==> config.mk <==
export PLATFORM = sky130hd
export DESIGN_NAME = lcr_serial
export DESIGN_NICKNAME = d
export VERILOG_FILES = /design/src/lcr_pkg.sv /design/src/lcr_serial.sv
export SDC_FILE = /design/constraint.sdc
export NUM_CORES = 1
export LEC_CHECK = 0
export BUFFER_PORTS_ARGS = -buffer_cell sky130_fd_sc_hd__buf_2
export CORE_AREA = 2 2 169 171
export CTS_CLUSTER_DIAMETER = 50
export DETAILED_ROUTE_END_ITERATION = 8
export DIE_AREA = 0 0 171 173
export PLACE_DENSITY = 0.71
export SLEW_MARGIN = 0
export SYNTH_ARGS = -nofsm -noshare
export SYNTH_HDL_FRONTEND = slang
export SYNTH_SLANG_ARGS = --single-unit
==> constraint.sdc <==
create_clock -name clk -period 22.6 [get_ports clk]
set_input_delay 1.13 -clock clk [delete_from_list [all_inputs] [get_ports clk]]
set_output_delay 1.13 -clock clk [all_outputs]
set_load 0.03 [all_outputs]
==> src/lcr_pkg.sv <==
// Shared types and fixed-point constants for the lock-joint rotational rows block.
// Used by every module of the block; depends on nothing else.
`default_nettype none

package lcr_pkg;

  // Fraction bits of the Q-format inputs and outputs.
  localparam int FRAC_BITS = 15;

  localparam int IN_W    = 16;             // quaternion part width
  localparam int OUT_W   = 16;             // result field width
  localparam int AXC_W   = 18;             // rotated-axis component width
  localparam int PROD_W  = 2 * IN_W;       // quaternion part product
  // Rotation-matrix entry before rounding: covers 1.0 and twice a sum of two products.
  localparam int ENT_W   = (2 * FRAC_BITS + 3 > PROD_W + 3) ? 2 * FRAC_BITS + 3 : PROD_W + 3;
  localparam int CPROD_W = 2 * AXC_W;      // axis component product
  localparam int CRS_W   = CPROD_W + 2;    // cross or dot sum before rounding

  localparam int AXC_MAX = 2 ** (AXC_W - 1) - 1;
  localparam int AXC_MIN = -(2 ** (AXC_W - 1));
  localparam int OUT_MAX = 2 ** (OUT_W - 1) - 1;
  localparam int OUT_MIN = -(2 ** (OUT_W - 1));

  typedef logic signed [IN_W-1:0]    qc_t;
  typedef logic signed [PROD_W-1:0]  prod_t;
  typedef logic signed [AXC_W-1:0]   axc_t;
  typedef logic signed [CPROD_W-1:0] cprod_t;
  typedef logic signed [OUT_W-1:0]   oc_t;

  typedef struct packed {
    qc_t w;
    qc_t x;
    qc_t y;
    qc_t z;
  } quat_t;

  // All pairwise products that the rotation matrix needs.
  typedef struct packed {
    prod_t xx;
    prod_t yy;
    prod_t zz;
    prod_t xy;
    prod_t wz;
    prod_t xz;
    prod_t wy;
    prod_t yz;
    prod_t wx;
  } qprod_t;

  typedef struct packed {
    axc_t x;
    axc_t y;
    axc_t z;
  } vec_t;

  // The three rotated basis axes of one body.
  typedef struct packed {
    vec_t ex;
    vec_t ey;
    vec_t ez;
  } frame_t;

  typedef enum logic [1:0] {
    AXIS_X = 2'd0,
    AXIS_Y = 2'd1,
    AXIS_Z = 2'd2
  } axis_t;

  typedef struct packed {
    axis_t axis;
    logic  last;
  } tag_t;

  // Products p.a * q.b of the two paired axes, named by a and b.
  typedef struct packed {
    cprod_t yz;
    cprod_t zy;
    cprod_t zx;
    cprod_t xz;
    cprod_t xy;
    cprod_t yx;
    cprod_t xx;
    cprod_t yy;
    cprod_t zz;
  } cprods_t;

  typedef struct packed {
    axis_t axis;
    oc_t   jac_a_x;
    oc_t   jac_a_y;
    oc_t   jac_a_z;
    oc_t   jac_b_x;
    oc_t   jac_b_y;
    oc_t   jac_b_z;
    oc_t   violation;
    logic  last;
  } res_t;

endpackage

`default_nettype wire

==> src/lcr_serial.sv <==
// Holds the two rotated frames of one item and hands out the three axis pairs in turn.
// Depends on lcr_pkg for the frame, vector and tag types.
`default_nettype none

module lcr_serial (
  input  wire logic            clk,
  input  wire logic            rst,
  input  wire logic            frm_valid,
  output logic                 frm_ready,
  input  wire lcr_pkg::frame_t fa,
  input  wire lcr_pkg::frame_t fb,
  output logic                 pair_valid,
  input  wire logic            pair_ready,
  output lcr_pkg::vec_t        p,
  output lcr_pkg::vec_t        q,
  output lcr_pkg::tag_t        tag
);

  logic            valid;
  lcr_pkg::axis_t  cnt;
  lcr_pkg::axis_t  cnt_next;
  lcr_pkg::frame_t fa_r;
  lcr_pkg::frame_t fb_r;
  logic            fire;
  logic            last_w;

  assign last_w     = (cnt == lcr_pkg::AXIS_Z);
  assign fire       = valid && pair_ready;
  assign frm_ready  = !valid || (fire && last_w);
  assign pair_valid = valid;
  assign tag.axis   = cnt;
  assign tag.last   = last_w;

  always_comb begin
    unique case (cnt)
      lcr_pkg::AXIS_X: cnt_next = lcr_pkg::AXIS_Y;
      lcr_pkg::AXIS_Y: cnt_next = lcr_pkg::AXIS_Z;
      default:         cnt_next = lcr_pkg::AXIS_X;
    endcase
  end

  // Pairing of body B axis with body A axis for each equation.
  always_comb begin
    unique case (cnt)
      lcr_pkg::AXIS_X: begin
        p = fb_r.ez;
        q = fa_r.ey;
      end
      lcr_pkg::AXIS_Y: begin
        p = fb_r.ex;
        q = fa_r.ez;
      end
      lcr_pkg::AXIS_Z: begin
        p = fb_r.ey;
        q = fa_r.ex;
      end
      default: begin
        p = fb_r.ez;
        q = fa_r.ey;
      end
    endcase
  end

  always_ff @(posedge clk) begin
    if (rst) begin
      valid <= 1'b0;
      cnt   <= lcr_pkg::AXIS_X;
    end else if (frm_valid && frm_ready) begin
      valid <= 1'b1;
      cnt   <= lcr_pkg::AXIS_X;
    end else if (fire) begin
      if (last_w) begin
        valid <= 1'b0;
      end
      cnt <= cnt_next;
    end
  end

  always_ff @(posedge clk) begin
    if (frm_valid && frm_ready) begin
      fa_r <= fa;
      fb_r <= fb;
    end
  end

`ifndef ASSERT_OFF
  a_busy_blocks: assert property (@(posedge clk) disable iff (rst)
    valid && (cnt != lcr_pkg::AXIS_Z) |-> !frm_ready)
    else $error("new frame accepted before the held item is finished");

  a_stall_keeps: assert property (@(posedge clk) disable iff (rst)
    valid && !pair_ready |=> valid && $stable(cnt))
    else $error("held pair lost or advanced during a stall");

  a_x_then_y: assert property (@(posedge clk) disable iff (rst)
    valid && pair_ready && (cnt == lcr_pkg::AXIS_X) |=> valid && (cnt == lcr_pkg::AXIS_Y))
    else $error("y equation did not follow the x equation");
`endif

endmodule

`default_nettype wire

==> results of run 1 <==
==> cell usage after synthesis <==
library cell / n / area, sq um
ha_1: 4 / 50.1
clkbuf_1: 9 / 33.8
a221oi_1: 2 / 17.5
inv_1: 3 / 11.3
buf_6: 5 / 56.3
a21oi_1: 109 / 546
and2_1: 1 / 6.26
buf_4: 9 / 67.6
a22oi_1: 108 / 811
nor2_1: 108 / 405
a21bo_1: 1 / 10.0
buf_2: 26 / 130
nand3_1: 2 / 10.0
a21bo_2: 2 / 20.0
edfxtp_1: 324 / 9730
dfxtp_1: 3 / 60.1
==> worst max-delay path: stages, from the launching register on <==
cell and delay (ns):
dfxtp_1 0.43, inv_1 0.16, ha_4 0.78, buf_4 0.77, buf_4 0.59, nor2_1 0.10
a21oi_1 0.17, buf_2 0.22
==> power groups by stage <==
| stage | clock network [uW] | logic, uW | registers, uW |
|---|---|---|---|
| after floorplan | 0 | 74.7 | 738 |
| after global placement | 0 | 129 | 729 |
| after detailed placement | 0 | 132 | 731 |
| after CTS | 595 | 133 | 718 |
| after global routing | 619 | 142 | 720 |
| final | 580 | 131 | 718 |
==> cells by family after synthesis <==
| kind of cell | after synthesis | synth area share |
|---|---|---|
| simple gates | 111 | 0.0352 |
| buf+inv | 52 | 0.0250 |
| fa+ha+maj | 4 | 0.00418 |
| compound gates | 222 | 0.117 |
| flops | 327 | 0.818 |
==> stage by stage <==
step           hold slack, ns  area (sq um)  total power, uW  setup WS [ns]  instances
6_report                0.559         15600             1430          17.65       1562
5_1_grt                 0.606         15600             1480          17.35       1562
4_1_cts                 0.553         15600             1450          17.65       1556
3_5_place_dp            0.545         14400              863          18.15       1492
3_3_place_gp            0.545         14400              859          18.28       1492
2_1_floorplan           0.641         12000              813          13.04        716
==> state kept, by name, summed over array words and instances (netlist names) <==
register and flops:
pair_valid 1, fb_r 162, cnt 2, fa_r 162
==> layer usage <==
| metal | up-vias | share of wire | global-route usage |
|---|---|---|---|
| met3 | 67 | 0.096 | 0.0554 |
| met5 | - | 0 | 0 |
| li1 | 3687 | - | - |
| met4 | 0 | 0.033 | 0.0766 |
| met1 | 3658 | 0.37 | 0.216 |
| met2 | 411 | 0.51 | 0.332 |
==> final cells by class <==
type                       instances  area [sq um]
clock buffer                      48           967
tap                              378           473
antenna                            6          15.0
clock inverter                    16           216
timing repair buffer             447          2250
inverter                           3          11.3
sequential                       327          9790
multi-input combinational        337          1920
fill                            2250         12000
==> worst max-delay path by stage <==
stage	startpoint	end	depth (start not counted)
3_5_place_dp	cnt[0]$_SDFFE_PP0N_	fb_r[109]$_DFFE_PP_	6
3_3_place_gp	cnt[0]$_SDFFE_PP0N_	fb_r[74]$_DFFE_PP_	6
5_1_grt	cnt[0]$_SDFFE_PP0N_	p[53]	7
4_1_cts	cnt[0]$_SDFFE_PP0N_	p[9]	7
2_1_floorplan	pair_ready	fa_r[0]$_DFFE_PP_	2
6_report	cnt[0]$_SDFFE_PP0N_	p[53]	7
==> flow_metrics.env, run 1 <==
export IMPL_path_max_fanout=79
export IMPL_setup_viol=0
export IMPL_rows=61
export IMPL_finalCritPeriodShare=0.219
export IMPL_viasPerCell=5.01
export IMPL_cts_tree="done"
export IMPL_wl_per_cell_um=18.8
export IMPL_reg2reg_from="cnt[0]$_SDFFE_PP0N_"
export IMPL_yosysUniqueCellTypes=16
export IMPL_nets=1485
export IMPL_report_final_slew_viol_count=0
export IMPL_critPathKind="flip-flop to output port"
export IMPL_avgSynthCellArea_sq_um=16.7
export IMPL_p_sw_frac=0.223
export IMPL_die_w_um=171
export IMPL_hold_viol=0
export IMPL_final_util=0.566
export IMPL_power_share_clock=0.406
export IMPL_clk_pin_slew_ns=0.06
export IMPL_cts_made_buffers=37
export IMPL_drt_iter0_drc=573
export IMPL_start_util=0.433
export IMPL_p_seq_frac=0.502
export IMPL_wirelength_mm=29.3
export IMPL_syn_inst=716
export IMPL_drc=0
export IMPL_syn_nets=1048
export IMPL_cts_hold_buf=0
export IMPL_ys_ff_latch=327
export IMPL_die_area_sq_mm=0.0296
export IMPL_grtUsageTotal=0.190
export IMPL_fin_setup_tns_ns=0
export IMPL_p_leak_uw=0.00600
export IMPL_power_density_mw_per_mm2=91.3
export IMPL_fp_dieH_um=173
export IMPL_cts_root_buf="clkbuf_16"
export IMPL_gp_congestion=0.859
export IMPL_antenna_found_initial=6
export IMPL_arrival_ns=3.82
export IMPL_port_buffer_count=440
export IMPL_grt_setup_unrepaired="false"
export IMPL_combPwrFrac=0.092
export IMPL_worst_pin_slew_ns=1.15
export IMPL_cp_end_kind="output port"
export IMPL_vias=7823
export IMPL_io_pins=441
export IMPL_drive_gt1_frac=0.424
export IMPL_maxCapViolCount=0
export IMPL_grt_pass1_vias=7898
export IMPL_grt_overflow=0
export IMPL_core_area_sq_mm=0.0276
export IMPL_switching_power_uw=319
export IMPL_worstHoldPathType="flip-flop to flip-flop"
export IMPL_cts_resized=0
export IMPL_insertion_delay_ns=0.50
export IMPL_status="finished clean"
export IMPL_final_common_cell="buf_2"
export IMPL_min_delay_start="pair_valid$_SDFFE_PP0P_"
export IMPL_ys_warn_count=0
export IMPL_internal_power_uw=1110
export IMPL_startpoint_type="flip-flop"
export IMPL_grt_pass1_wl_mm=42.9
export IMPL_rrSetupSlack_ns=18.19
export IMPL_cts_setup_buffers=0
export IMPL_cts_sinks=327
export IMPL_whs_path_depth=2
export IMPL_rr_endpoint="fb_r[24]$_DFFE_PP_"
export IMPL_r2r_cells=6
export IMPL_drt_pass1_iterations=5
export IMPL_timing_fmax_ghz=0.202
export IMPL_h_tree_depth=2
export IMPL_final_cell_mix="440 x buf_2, 324 x edfxtp_1, 109 x a21oi_1"
export IMPL_fin_crit_ns=4.95
export IMPL_final_antenna_net_count=0
export IMPL_fin_skew_ns=0.0180
export IMPL_irDropWorstVdd_v=0.0000708
export IMPL_required_ns=21.47
export IMPL_area_growth_pct=30.7
export IMPL_synth_cell_area_sq_mm=0.0120
export IMPL_hold_end="cnt[0]$_SDFFE_PP0N_"
export IMPL_cts_path_max_buffers=3
export IMPL_place_detailed_hpwl_mm=20.2
export IMPL_max_slew_margin=0.230
export IMPL_synth_seq_area_share=0.818
export IMPL_grt_max_degree=90
(Power assumes the default switching activity.)
==> run 2: changes to the inputs <==
--- a/config.mk
+++ b/config.mk
@@ -5,12 +5,13 @@
 export SDC_FILE = /design/constraint.sdc
 export NUM_CORES = 1
 export LEC_CHECK = 0
+export ABC_AREA = 1
 export BUFFER_PORTS_ARGS = -buffer_cell sky130_fd_sc_hd__buf_2
-export CORE_AREA = 2 2 169 171
+export CORE_AREA = 2 2 172 174
 export CTS_CLUSTER_DIAMETER = 50
 export DETAILED_ROUTE_END_ITERATION = 8
-export DIE_AREA = 0 0 171 173
-export PLACE_DENSITY = 0.71
+export DIE_AREA = 0 0 174 176
+export PLACE_DENSITY = 0.72
 export SLEW_MARGIN = 0
 export SYNTH_ARGS = -nofsm -noshare
 export SYNTH_HDL_FRONTEND = slang
==> constraint.sdc (replaced) <==
create_clock -name clk -period 4 [get_ports clk]
set_input_delay 0.2 -clock clk [delete_from_list [all_inputs] [get_ports clk]]
set_output_delay 0.2 -clock clk [all_outputs]
set_load 0.03 [all_outputs]
==> run 2 against run 1 <==
Against the previous run:
- hold slack got worse by 0.48 ns
- via count increased by 31%
- setup slack got worse by 17 ns
- clock power increased to 5.3 times the previous value
- routed wire length increased by 39%
- clock skew decreased by 0.0026 ns
- flip-flop and latch count unchanged
- cell count increased by 29%
- design area increased by 22%
- largest power group unchanged
==> flow_metrics.env, run 2 <==
export IMPL_combPwrFrac=0.133
export IMPL_worstHoldPathType="primary input to flip-flop"
export IMPL_grt_max_degree=127
export IMPL_viasPerCell=5.09
export IMPL_cts_sinks=327
export IMPL_gp_congestion=0.820
export IMPL_maxCapViolCount=0
export IMPL_cts_setup_buffers=0
export IMPL_synthArstFlopShare=0
export IMPL_whs_path_depth=5
export IMPL_top_regs="fa_r: 162 flops, fb_r: 162 flops, cnt: 2 flops"
export IMPL_cts_hold_buf=327
export IMPL_power_density_mw_per_mm2=431
export IMPL_ys_ff_latch=327
export IMPL_setup_viol=0
export IMPL_die_w_um=174
export IMPL_p_seq_frac=0.493
export IMPL_port_buffer_count=440
export IMPL_core_area_sq_mm=0.0285
export IMPL_finalCritPeriodShare=0.729
export IMPL_slowest_delay_ns=0.52
export IMPL_synth_main_ff_cell="edfxtp_1"
export IMPL_wl_per_cell_um=20.2
export IMPL_cp_end_kind="output port"
export IMPL_fp_dieH_um=176
export IMPL_drt_pass1_iterations=5
export IMPL_yosysTopAreaCellShare=0.803
export IMPL_internal_power_uw=6210
export IMPL_path_cells="inv_4 -> ha_4 -> buf_4 -> a21oi_1 -> a21oi_1 -> buf_2"
export IMPL_synth_edf_count=324
export IMPL_wirelength_mm=40.8
export IMPL_p_leak_uw=0.00768
export IMPL_antenna_found_initial=9
export IMPL_final_common_cell="buf_2"
export IMPL_rrSetupSlack_ns=1.66
export IMPL_power_share_clock=0.374
export IMPL_arrival_ns=2.72
export IMPL_final_cell_mix="440 x buf_2, 327 x dlygate4sd3_1, 324 x edfxtp_1"
export IMPL_status="finished clean"
export IMPL_synth_largest_area_cell="edfxtp_1"
export IMPL_syn_inst=833
export IMPL_synth_cell_area_sq_mm=0.0121
export IMPL_cts_path_max_buffers=3
export IMPL_startpoint_type="flip-flop"
export IMPL_cts_made_buffers=36
export IMPL_irDropWorstVdd_v=0.000328
export IMPL_setup_slack_ns=1.08
export IMPL_yosysUniqueCellTypes=12
export IMPL_ys_warn_count=0
export IMPL_min_delay_start="pair_ready"
export IMPL_drive_gt1_frac=0.313
export IMPL_vias=10300
export IMPL_crit_slowest_cell="buf_4"
export IMPL_syn_nets=1165
export IMPL_rr_endpoint="fb_r[158]$_DFFE_PP_"
export IMPL_rows=62
export IMPL_hold_end="cnt[1]$_SDFFE_PP0N_"
export IMPL_timing_fmax_ghz=0.343
export IMPL_grt_overflow=0
export IMPL_fin_crit_ns=2.92
export IMPL_final_antenna_net_count=0
export IMPL_worst_pin_slew_ns=0.697
export IMPL_hold_viol=0
export IMPL_max_slew_margin=0.535
export IMPL_required_ns=3.80
export IMPL_area_growth_pct=57.9
export IMPL_drt_iter0_drc=983
export IMPL_h_tree_depth=2
export IMPL_drc=0
export IMPL_nets=1931
export IMPL_cts_root_buf="clkbuf_16"
export IMPL_clk_pin_slew_ns=0.06
export IMPL_place_detailed_hpwl_mm=21.2
export IMPL_fin_skew_ns=0.0153
export IMPL_path_max_fanout=43
export IMPL_place_inst=1618
export IMPL_report_final_slew_viol_count=0
export IMPL_r2r_cells=7
export IMPL_cts_resized=0
export IMPL_die_area_sq_mm=0.0306
export IMPL_reg2reg_from="cnt[0]$_SDFFE_PP0N_"
export IMPL_synthTopCellsByCount="324 x edfxtp_1, 217 x a21oi_1, 117 x nand2_1"
export IMPL_p_sw_frac=0.246
export IMPL_avgSynthCellArea_sq_um=14.5
export IMPL_grtUsageTotal=0.257
export IMPL_io_pins=441
export IMPL_fin_setup_tns_ns=0
export IMPL_synth_area_top_cells="edfxtp_1 80%, a21oi_1 9.0%, nand2_1 3.6%"
export IMPL_place_ws_ns=1.62
export IMPL_cts_tree="done"
export IMPL_grt_pass1_wl_mm=60.1
export IMPL_yosysMostFrequentCell="edfxtp_1"
export IMPL_switching_power_uw=2030
export IMPL_insertion_delay_ns=0.51
export IMPL_finalNonFillerCells=2017
export IMPL_start_util=0.424
export IMPL_synth_seq_area_share=0.808
export IMPL_cpMostUsedCell="a21oi_1"
export IMPL_grt_pass1_vias=10900
export IMPL_critPathKind="flip-flop to output port"
export IMPL_grt_setup_unrepaired="false"
run 2: cell count changes in the layout (fill, tap and decap cells not counted), moves of 3 or more:
cell / before / now
bufinv_16: 5 / 0
clkbuf_1: 11 / 5
dlygate4sd3_1: 0 / 327
clkinv_2: 0 / 5
a21oi_1: 109 / 217
clkinv_1: 7 / 10
a22oi_1: 108 / 0
buf_4: 7 / 3
buf_12: 0 / 6
nand2_1: 0 / 114
run 2: stage by stage:
step	cell area, sq um	total power [uW]	util	hold slack, ns
finish	19100	8230	0.670	0.0784
global route	19100	8480	0.670	0.0911
CTS	19100	8210	0.669	0.0617
detailed placement	14700	4920	0.516	0.378
global placement	14700	4900	0.516	0.376
floorplan	12200	4580	-	0.269
run 2: area by class of cell:
cell class              instances  area [sq um]
clock inverters                21           129
fillers                      1833          9430
inverters                       8          38.8
flip-flops and latches        327          9790
repair buffers                776          5620
diodes                          8          20.0
multi-input cells             450          2070
well taps                     384           480
clock buffers                  43           970
run 2: worst max-delay path by stage:
stage                        startpoint                 to  slack (ns)  depth (start not counted)
floorplan           cnt[0]$_SDFFE_PP0N_  fa_r[0]$_DFFE_PP_       -2.25                          7
global placement    cnt[0]$_SDFFE_PP0N_              p[37]        1.65                          6
detailed placement  cnt[0]$_SDFFE_PP0N_              p[37]        1.62                          6
CTS                 cnt[0]$_SDFFE_PP0N_              p[37]        1.07                          6
global route        cnt[1]$_SDFFE_PP0N_              q[17]        0.99                          7
finish              cnt[0]$_SDFFE_PP0N_              p[37]        1.08                          6
run 2: worst max-delay path: cells and delay by family (launching register included):
family	cells	cell delay, ns
buffers and inverters	3	0.85
adders and majority gates	1	0.50
AOI/OAI and AO/OA	2	0.42
DFF	1	0.37
run 2: power by group through the flow:
stage               registers (uW)  logic, uW  clock network, uW
global route                  4070       1150               3260
CTS                           4050       1060               3110
floorplan                     4140        441                  0
detailed placement            4120        796                  0
finish                        4060       1090               3080
global placement              4110        784                  0
run 2: logic make-up (layout without fill, tap and decap cells):
| kind of cell | after synthesis | after routing | share of synthesized area |
|---|---|---|---|
| compound gates | 217 | 217 | 0.0897 |
| fa+ha+maj | 4 | 4 | 0.00413 |
| buf+inv | 56 | 848 | 0.0267 |
| flops | 327 | 327 | 0.808 |
| other cells | 0 | 8 | 0 |
| simple gates | 229 | 229 | 0.0712 |
run 2: layer usage:
| layer | up-vias | share of wire | routed length (um) | GRT usage |
|---|---|---|---|---|
| li1 | 4571 | - | - | - |
| met4 | 2 | 0.044 | 1780 | 0.117 |
| met1 | 4882 | 0.34 | 14000 | 0.284 |
| met3 | 130 | 0.087 | 3550 | 0.0588 |
| met5 | - | 0.00037 | 15 | 0 |
| met2 | 688 | 0.53 | 21500 | 0.474 |
